<file path="src/rtl/cidc_pkg.sv">
// Package for the CAN identifier occurrence counter.
// Table size, field widths, the cell entry and command types and the sequencer states.
// No dependencies.
package cidc_pkg;

  localparam int TABLE_ENTRIES = 12;

  localparam int ID_W   = 32;
  localparam int CNT_W  = 16;
  localparam int IDX_W  = 6;
  localparam int USED_W = 7;

  typedef enum logic [1:0] {
    CELL_HOLD,
    CELL_MSG,
    CELL_SHIFT
  } cidc_op_e;

  typedef struct packed {
    logic             valid;
    logic [ID_W-1:0]  id;
    logic [CNT_W-1:0] count;
  } cidc_entry_t;

  typedef struct packed {
    cidc_op_e        op;
    logic [ID_W-1:0] id;
  } cidc_ctrl_t;

  typedef enum logic {
    ST_IDLE,
    ST_DRAIN
  } cidc_state_e;

endpackage

</file>
<file path="src/rtl/cidc_cell.sv">
// One table cell: a stored identifier, its count and a valid bit.
// Depends on cidc_pkg. Shifts toward cell 0 while the table is read out.
module cidc_cell
  import cidc_pkg::*;
(
  input  logic        clk_i,
  input  logic        rst_ni,
  input  cidc_ctrl_t  ctrl_i,
  input  logic        any_hit_i,
  input  logic        prev_valid_i,
  input  cidc_entry_t next_i,
  output cidc_entry_t entry_o,
  output logic        hit_o
);

  logic             valid_q, valid_d;
  logic [ID_W-1:0]  id_q, id_d;
  logic [CNT_W-1:0] count_q, count_d;
  logic             claim;

  assign hit_o = valid_q && (id_q == ctrl_i.id);
  // first free cell after a filled run takes a new identifier
  assign claim = !valid_q && prev_valid_i && !any_hit_i;

  always_comb begin
    valid_d = valid_q;
    id_d    = id_q;
    count_d = count_q;
    case (ctrl_i.op)
      CELL_MSG: begin
        if (hit_o) begin
          count_d = count_q + CNT_W'(1);
        end else if (claim) begin
          valid_d = 1'b1;
          id_d    = ctrl_i.id;
          count_d = CNT_W'(1);
        end
      end
      CELL_SHIFT: begin
        valid_d = next_i.valid;
        id_d    = next_i.id;
        count_d = next_i.count;
      end
      default: begin
      end
    endcase
  end

  always_ff @(posedge clk_i or negedge rst_ni) begin
    if (!rst_ni) begin
      valid_q <= 1'b0;
    end else begin
      valid_q <= valid_d;
    end
  end

  always_ff @(posedge clk_i) begin
    id_q    <= id_d;
    count_q <= count_d;
  end

  assign entry_o = '{valid: valid_q, id: id_q, count: count_q};

endmodule

</file>
<file path="src/rtl/can_id_occurrence_counter.sv">
// Top level of the CAN identifier occurrence counter.
// Depends on cidc_pkg and cidc_cell (a row of TABLE_ENTRIES cells).
//
// Counts how often each distinct CAN identifier is seen in a window. A
// message beat (mode 0) has its identifier compared against
// every cell at once; a hit bumps that cell's 16-bit count (wrapping), a miss
// fills the next free cell with count one, and once the table is full new
// identifiers are dropped. An identifier of zero is ignored. A tick beat
// (mode 1) reports the table in order, one result beat per filled entry with
// last set on the final one, or one empty_res beat if nothing was seen, and
// leaves the table clear. Readout shifts the row of cells toward cell 0, one
// entry per cycle while the output is not stalled, so a tick holds the input
// off until the last entry has been read out; no input is taken meanwhile.
// An input beat is only taken while the output register is empty or being
// emptied in the same cycle, so a result left waiting holds the input off.
module can_id_occurrence_counter
  import cidc_pkg::*;
(
  input  logic              clk_i,
  input  logic              rst_ni,
  input  logic              in_valid_i,
  output logic              in_ready_o,
  input  logic              mode_i,
  input  logic [ID_W-1:0]   can_id_i,
  output logic              out_valid_o,
  input  logic              out_ready_i,
  output logic [IDX_W-1:0]  entry_index_o,
  output logic [ID_W-1:0]   entry_id_o,
  output logic [CNT_W-1:0]  entry_count_o,
  output logic [USED_W-1:0] entries_used_o,
  output logic              empty_res_o,
  output logic              last_o
);

  cidc_state_e state_q, state_d;

  cidc_ctrl_t  ctrl;
  cidc_entry_t cells [TABLE_ENTRIES];
  logic [TABLE_ENTRIES-1:0] hits;
  logic [TABLE_ENTRIES-1:0] valids;
  logic        any_hit;

  logic [USED_W-1:0] fill_q, fill_d;
  logic [IDX_W-1:0]  idx_q, idx_d;

  // output register
  logic              out_valid_q, out_valid_d;
  logic [IDX_W-1:0]  o_idx_q, o_idx_d;
  logic [ID_W-1:0]   o_id_q, o_id_d;
  logic [CNT_W-1:0]  o_cnt_q, o_cnt_d;
  logic [USED_W-1:0] o_used_q, o_used_d;
  logic              o_empty_q, o_empty_d;
  logic              o_last_q, o_last_d;

  logic out_free;
  logic in_fire;
  logic take_msg;
  logic take_tick;
  logic drain_step;
  logic drain_last;

  assign out_free   = !out_valid_q || out_ready_i;
  assign in_ready_o = (state_q == ST_IDLE) && out_free;
  assign in_fire    = in_valid_i && in_ready_o;
  assign take_msg   = in_fire && !mode_i && (can_id_i != '0);
  assign take_tick  = in_fire && mode_i;
  assign drain_step = (state_q == ST_DRAIN) && out_free;
  assign drain_last = ({1'b0, idx_q} + USED_W'(1)) == fill_q;

  assign any_hit = |hits;

  // ---- cell row ----
  always_comb begin
    ctrl.id = can_id_i;
    if (take_msg) begin
      ctrl.op = CELL_MSG;
    end else if (drain_step) begin
      ctrl.op = CELL_SHIFT;
    end else begin
      ctrl.op = CELL_HOLD;
    end
  end

  for (genvar g = 0; g < TABLE_ENTRIES; g++) begin : g_cell
    logic        prev_valid;
    cidc_entry_t next_entry;
    if (g == 0) begin : g_head
      assign prev_valid = 1'b1;
    end else begin : g_body
      assign prev_valid = cells[g-1].valid;
    end
    if (g == TABLE_ENTRIES - 1) begin : g_tail
      assign next_entry = '0;
    end else begin : g_inner
      assign next_entry = cells[g+1];
    end
    cidc_cell u_cell (
      .clk_i        (clk_i),
      .rst_ni       (rst_ni),
      .ctrl_i       (ctrl),
      .any_hit_i    (any_hit),
      .prev_valid_i (prev_valid),
      .next_i       (next_entry),
      .entry_o      (cells[g]),
      .hit_o        (hits[g])
    );
    assign valids[g] = cells[g].valid;
  end

  // ---- sequencer: next state ----
  always_comb begin
    state_d = state_q;
    case (state_q)
      ST_IDLE: begin
        if (take_tick && (fill_q != '0)) begin
          state_d = ST_DRAIN;
        end
      end
      ST_DRAIN: begin
        if (drain_step && drain_last) begin
          state_d = ST_IDLE;
        end
      end
      default: state_d = ST_IDLE;
    endcase
  end

  // ---- sequencer: outputs and counters ----
  always_comb begin
    fill_d      = fill_q;
    idx_d       = idx_q;
    out_valid_d = out_valid_q && !out_ready_i;
    o_idx_d     = o_idx_q;
    o_id_d      = o_id_q;
    o_cnt_d     = o_cnt_q;
    o_used_d    = o_used_q;
    o_empty_d   = o_empty_q;
    o_last_d    = o_last_q;
    case (state_q)
      ST_IDLE: begin
        idx_d = '0;
        if (take_msg && !any_hit && (fill_q < USED_W'(TABLE_ENTRIES))) begin
          fill_d = fill_q + USED_W'(1);
        end
        if (take_tick && (fill_q == '0)) begin
          // empty window: one marker beat
          out_valid_d = 1'b1;
          o_idx_d     = '0;
          o_id_d      = '0;
          o_cnt_d     = '0;
          o_used_d    = '0;
          o_empty_d   = 1'b1;
          o_last_d    = 1'b1;
        end
      end
      ST_DRAIN: begin
        if (drain_step) begin
          out_valid_d = 1'b1;
          o_idx_d     = idx_q;
          o_id_d      = cells[0].id;
          o_cnt_d     = cells[0].count;
          o_used_d    = fill_q;
          o_empty_d   = 1'b0;
          o_last_d    = drain_last;
          idx_d       = idx_q + IDX_W'(1);
          if (drain_last) begin
            fill_d = '0;
          end
        end
      end
      default: begin
      end
    endcase
  end

  always_ff @(posedge clk_i or negedge rst_ni) begin
    if (!rst_ni) begin
      state_q     <= ST_IDLE;
      fill_q      <= '0;
      idx_q       <= '0;
      out_valid_q <= 1'b0;
    end else begin
      state_q     <= state_d;
      fill_q      <= fill_d;
      idx_q       <= idx_d;
      out_valid_q <= out_valid_d;
    end
  end

  always_ff @(posedge clk_i) begin
    o_idx_q   <= o_idx_d;
    o_id_q    <= o_id_d;
    o_cnt_q   <= o_cnt_d;
    o_used_q  <= o_used_d;
    o_empty_q <= o_empty_d;
    o_last_q  <= o_last_d;
  end

  assign out_valid_o    = out_valid_q;
  assign entry_index_o  = o_idx_q;
  assign entry_id_o     = o_id_q;
  assign entry_count_o  = o_cnt_q;
  assign entries_used_o = o_used_q;
  assign empty_res_o    = o_empty_q;
  assign last_o         = o_last_q;

`ifndef SYNTHESIS
  // while idle, the number of filled cells matches the fill count
  a_fill_matches_cells: assert property (@(posedge clk_i) disable iff (!rst_ni)
    (state_q == ST_IDLE) |-> ($countones(valids) == 32'(fill_q)))
    else $error("fill count disagrees with valid cells");

  a_fill_bound: assert property (@(posedge clk_i) disable iff (!rst_ni)
    fill_q <= USED_W'(TABLE_ENTRIES))
    else $error("fill count above table size");

  a_empty_is_last: assert property (@(posedge clk_i) disable iff (!rst_ni)
    (out_valid_q && o_empty_q) |-> (o_last_q && (o_used_q == '0)))
    else $error("empty result not marked last");

  a_drain_ends: assert property (@(posedge clk_i) disable iff (!rst_ni)
    (drain_step && drain_last) |=> ((state_q == ST_IDLE) && (valids == '0)))
    else $error("table not clear after readout");
`endif

endmodule
</file>
<file path="config.mk">
export PLATFORM = sky130hd
export DESIGN_NAME = can_id_occurrence_counter
export DESIGN_NICKNAME = d
export VERILOG_FILES = /design/src/rtl/cidc_pkg.sv /design/src/rtl/cidc_cell.sv /design/src/rtl/can_id_occurrence_counter.sv
export SDC_FILE = /design/constraint.sdc
export NUM_CORES = 2
export LEC_CHECK = 0
export BUFFER_PORTS_ARGS = -buffer_cell sky130_fd_sc_hd__buf_2
export CAP_MARGIN = 25
export CORE_MARGIN = 2
export CORE_UTILIZATION = 42
export DETAILED_ROUTE_END_ITERATION = 12
export PLACE_DENSITY = 0.58
export RECOVER_POWER = 50
export SYNTH_ARGS = -nofsm -noshare
export SYNTH_HDL_FRONTEND = slang
export SYNTH_SLANG_ARGS = --single-unit
export TNS_END_PERCENT = 100
</file>
<file path="constraint.sdc">
create_clock -name clk_i -period 4.6 [get_ports clk_i]
set_clock_uncertainty 0.15 [all_clocks]
set_input_delay 0.92 -clock clk_i [delete_from_list [all_inputs] [get_ports clk_i]]
set_output_delay 0.92 -clock clk_i [all_outputs]
set_load 0.05 [all_outputs]
</file>
* Word level (Yosys, flattened, before mapping)
Index checks and enable logic that the tools add are counted.
** Cells by class
- Add/subtract/negate cells :: 15
- $lt $le $gt $ge :: 1
- Eq/ne operators :: 55
- Muxes and demuxes :: 139
- Bitwise gates (word level) :: 1
- Reduce and logical (&&, ||, !) cells :: 95
** Operators with widths (number)
- $mux W32 :: 26
- $pmux W32 S2 :: 13
- $mux W16 :: 26
- $pmux W16 S2 :: 13
- $eq A32 B32 Y1 :: 12
- $add A16 B1 Y16 const B :: 12
- $logic_and A1 B1 Y1 :: 47
- $reduce_and A3 Y1 :: 13
- $ne A3 B1 Y1 const B :: 12
- $mux W7 :: 5
- $ne A2 B1 Y1 const B :: 16
- $pmux W1 S2 :: 16
- $reduce_bool A32 Y1 :: 1
- $mux W1 :: 31
- $pmux W7 S2 :: 2
- $reduce_and A2 Y1 :: 13
- $ne A2 B2 Y1 const B :: 12
- $pmux W6 S2 :: 2
- $mux W6 :: 3
- $logic_not A1 Y1 :: 16
- $reduce_or A12 Y1 :: 1
- $add A6 B1 Y7 const B :: 1
- $add A7 B1 Y7 const B :: 1
- $eq A7 B7 Y1 :: 1
- 10 further kinds :: 11
** Storage, ports and cells
- Flip-flop bits (word level) :: 666
- Bits of input ports :: 37
- Output and inout port bits :: 65

* Depth between registers and ports, before layout
- Depth in word-level cells :: 10
- Depth in mapped cells :: 12
- Depth with buffers taken out :: 9

* By module
Synthesis repeated with hierarchy kept, for this count alone.
** Unflattened totals
- Cells, all modules :: 2962
- Area, all modules :: 37298.3 µm²
** By module, submodules not included
- cidc_cell (g_cell[0].u_cell ...) :: times used 11, cells an instance 220, area an instance 2834.0 µm², seq. area each 1466.4 µm²
- can_id_occurrence_counter :: times used 1, cells an instance 256, area an instance 3331.9 µm², seq. area each 2267.2 µm²
- cidc_cell (g_cell[9].u_cell) :: times used 1, cells an instance 286, area an instance 2792.7 µm², seq. area each 1466.4 µm²

* Worst setup path before layout
No wires, ideal clock.
- Path kind :: in2reg
- Start :: in can_id_i[4]
- End :: reg g_cell[9].u_cell.id_q[0], enable pin
- Setup time :: 0.470 ns
- Data arrival time :: 4.853 ns
- Required time :: 3.980 ns
- Slack :: -0.873 ns
- Stages on the path :: 10
- Cell sequence :: buf_2 -> buf_6 -> xor2_1 -> a21oi_1 -> nor4b_1 -> nand4_1 -> nand4_2 -> nor4_1 -> nand4b_1 -> o31ai_1
** On the way
- Cells in the longest elaborated chain, start to end :: 7
- Elaborated cells on any way between the ends :: 36
- Classes of those cells :: 16 x eq/ne; 1 x mux; 19 x reduce/logical
** RTL lines
- start, declared :: RTL line can_id_occurrence_counter.sv:24 : input logic [ID_W-1:0] can_id_i,
- $eq A32 B32 Y1 :: RTL line cidc_cell.sv:21 : assign hit_o = valid_q && (id_q == ctrl_i.id);
- $logic_and A1 B1 Y1 :: RTL line cidc_cell.sv:21
- $reduce_or A12 Y1 :: RTL line can_id_occurrence_counter.sv:70 : assign any_hit = |hits;
- $logic_not A1 Y1 :: RTL line cidc_cell.sv:23 : assign claim = !valid_q && prev_valid_i && !any_hit_i;
- $logic_and A1 B1 Y1 :: RTL line cidc_cell.sv:23
- $ne A2 B1 Y1 (no line)
- $reduce_and A3 Y1 (no line) (*)
- end signal, assigned :: RTL line cidc_cell.sv:58 : id_q <= id_d;
- end, declared :: RTL line cidc_cell.sv:17 : logic [ID_W-1:0] id_q, id_d;
Mark *: on every way between the ends. The rest lies on a longest branch, timed or not.
A chain may end at the register's enable or synchronous reset.

* Worst setup path in the final report
- Start :: in can_id_i[19]
- End :: reg g_cell[9].u_cell.count_q[15], enable pin
** On the way
- Cells in the longest elaborated chain, start to end :: 7
- Elaborated cells on any way between the ends :: 35
- Classes of those cells :: 15 x eq/ne; 1 x mux; 19 x reduce/logical
** RTL lines
- $eq A32 B32 Y1 :: RTL line cidc_cell.sv:21
- $logic_and A1 B1 Y1 :: RTL line cidc_cell.sv:21
- $reduce_or A12 Y1 :: RTL line can_id_occurrence_counter.sv:70
- $logic_not A1 Y1 :: RTL line cidc_cell.sv:23
- $logic_and A1 B1 Y1 :: RTL line cidc_cell.sv:23
- $ne A3 B1 Y1 (no line)
- $reduce_and A2 Y1 (no line) (*)
- end signal, assigned :: RTL line cidc_cell.sv:59 : count_q <= count_d;
- end, declared :: RTL line cidc_cell.sv:18 : logic [CNT_W-1:0] count_q, count_d;
Marked as above.

==> metrics.cfg <==
[run_status]
result_of_the_run=finished, violations left
violations_in_the_final_reports=max-capacitance violations, max-slew violations

[yosys]
postSynthAreaPerCell_um2=12.1
sequential_share_of_the_synthesized_area_pct=57.4
synth-edff-count=639
post_synth_main_area_contributors=edfxtp_1, xor2_1, a21o_1, xnor2_1, o31ai_1
yosys_warnings=0
synth-async-reset-ratio_pct=4.05
synthFlopType=edfxtp_1
yosys-top-cells-count=edfxtp_1, a21o_1, xor2_1, nand2_1, xnor2_1
syn_nets=2911
yosys.area.top_type=edfxtp_1
post-synth-top-area-fraction_pct=55.5
synthMostInstantiatedCell=edfxtp_1
ys_seq_elements=666
syn_area_um2=34600
netlist_instances=2859
synthDistinctLibCells=54

[cts]
h_tree_levels=3
cts_resized=0
clock_edge_transition_at_the_registers_on_the_reported_setup_and_hold_paths_ns=0.06
cts.repair_timing.setup_buffer_count=0
clk_path_buf_depth=3
clk_root_buffer_cell=clkbuf_16
cts_tree=built
clock_sink_count=666
cts_inserted_buffers=73
cts_hold_repair.buffers=0
clk-insertion-delay-late_ns=0.63

[timing]
fin_crit_ns=4.39
postLayoutSetupSlackWorst_ns=0.211
finalCritPeriodShare_pct=95.4
fmax_mhz=228
timing.max_slew.rel_slack_pct=-18.6
final_hold_viol_count=0
slew_viol_final=188
timing.final.setup_violations=0
max_slew.worst_pin.slew_ns=1.78
grt_setup_unrepaired=false

[floorplanning]
die_y_um=291
floorplan.initialDensity_pct=42.2
die_w_um=291
die-area_um2=84600
core-area_um2=81800
placement_rows=105
num_io_pins=102

[detailed_routing]
avgRoutedWirePerCell_um=21.8
overall_via_count_from_detail_route=22100
drc=0
post_drt_via_cell_ratio=5.46
dr.first_iter.drc_count=1832
drt-pass1-iter-count=5
antenna_violating_nets_post_route=0
route.final.wire_length_mm=88.0

[global_route]
grt_max_degree=210
grt_pass1_wl_mm=135
grt_overflow=0
initial_antenna_violation_count=0
track_usage_pct=20.5
grt_pass1_vias=22800

[critical_path]
rr_worst_depth=4
r2r_end=g_cell[3].u_cell.id_q[16]
required_ns=4.67
rr_startpoint=state_q
r2r_slack_ns=0.47
timing.critical_path.from_type=primary input
cp_max_fo=16
critical_path.endpoint_type=flop
worst_ep_arrival_time_ns=4.46
criticalPathCategory=in -> reg

[layout]
diodes=0
multi_input_comb_area_um2=13600
final_nets=2971
register_area_um2=19900
fill_cells=7393
syn2layout_area_growth_pct=11.7
fraction_of_final_layout_cells_sized_beyond_drive_strength_1_pct=8.61

[min_path]
worst_hold_path.num_cells=2
worstHoldStart=g_cell[11].u_cell.valid_q
worstHoldEndpoint=g_cell[11].u_cell.valid_q
min_path_type=reg -> reg

[place]
place.detailed.hpwl_mm=64.0
routabilityCongestion=0.918
io_buffer_count=101
dpl_worst_slack_ns=-0.351

[flow_run]
maxCapViolations=3

[pwr]
p_total_mw=25.0
worst_ir_drop_vdd_mv=0.320
p_leak_nw=15.0
power_per_cell_area_nw_per_um2=647

[worst max-delay path, cell delays in order]
cell	delay, ns
buf_2	0.45
xor2_1	0.27
nor4_1	0.10
buf_4	0.15
nand3_1	0.08
or3_1	0.15
nand2_1	0.19
nor4_1	0.93
buf_4	0.26
nand4b_1	0.14
a31oi_2	0.79
[layout by cell type, fill, tap and decap left out, types with 27 or more instances in the layout]
master     instances
edfxtp_1         639
a21o_1           354
xor2_1           311
nand2_1          245
xnor2_1          243
o31ai_1          155
nand3_1           96
clkbuf_1          94
nor2_1            93
clkbuf_16         75
nor4_1            64
buf_4             64
nand4_1           56
and3_1            54
and2_1            53
and2_0            41
buf_2             35
dfrtp_1           27
buf_12            27
[final cells by class]
type	instances	share of cell area (%)
clock inverters	27	0.587
multi-input cells	1948	35.2
repair buffers	201	3.86
clock buffers	101	5.14
inverters	29	0.282
flip-flops and latches	666	51.5
well taps	1070	3.47
[where the power goes]
group | internal (mW) | leakage, nW | switching, mW
Combinational | 2.86 | 7.25 | 4.74
Clock | 3.13 | 1.07 | 2.38
Sequential | 9.97 | 6.68 | 1.90
Total | 16.0 | 15.0 | 9.02
[sequential cells by signal, indices dropped and copies added, names as in the netlist]
register               count
g_cell.u_cell.id_q       384
g_cell.u_cell.count_q    192
entry_id_o                32
entry_count_o             16
g_cell.u_cell.valid_q     12
entries_used_o             7
fill_q                     7
entry_index_o              6
idx_q                      6
empty_res_o                1
last_o                     1
out_valid_o                1
state_q                    1
[worst max-delay path by stage]
stage / slack (ns) / startpoint / end
2_1_floorplan: -0.34 / out_ready_i / g_cell[10].u_cell.id_q[0]
3_3_place_gp: -0.29 / can_id_i[23] / g_cell[11].u_cell.count_q[14]
3_5_place_dp: -0.35 / can_id_i[19] / g_cell[9].u_cell.count_q[15]
4_1_cts: 0.28 / can_id_i[19] / g_cell[9].u_cell.count_q[13]
5_1_grt: 0.08 / state_q / g_cell[4].u_cell.id_q[25]
6_report: 0.21 / can_id_i[19] / g_cell[9].u_cell.count_q[15]
[metal layers]
metal	vias to the layer above	wire (um)	track usage [%]
met1	10800	39200	28.2
li1	10500	-	-
met4	0	2560	6.82
met2	702	41100	33.5
met5	-	0	0
met3	140	5090	2.58
[metrics by stage]
step | hold WS, ns | setup TNS [ns] | cell area (um^2) | cells | utilization, %
6_report | 0.388 | 0 | 38600 | 4042 | 47.2
5_1_grt | 0.423 | 0 | 38600 | 4042 | 47.2
4_1_cts | 0.205 | 0 | 38700 | 4042 | 47.3
3_5_place_dp | 0.379 | -15.37 | 36500 | 3914 | 44.6
3_3_place_gp | 0.349 | -11.50 | 36500 | 3912 | 44.6
2_1_floorplan | 0.328 | -32.03 | 34600 | 2859 | -
[logic make-up (layout without fill, tap and decap cells)]
logic type | Yosys count | after routing | synth area share [%]
buffers and inverters | 245 | 358 | 3.62
DFF | 666 | 666 | 57.4
xor gates and xnor gates | 554 | 554 | 14.0
AOI/OAI and AO/OA | 599 | 599 | 12.8
muxes | 7 | 7 | 0.203
adders and majority gates | 15 | 15 | 0.543
and+or+nand+nor | 773 | 773 | 11.3
(Power assumes the default switching activity.)
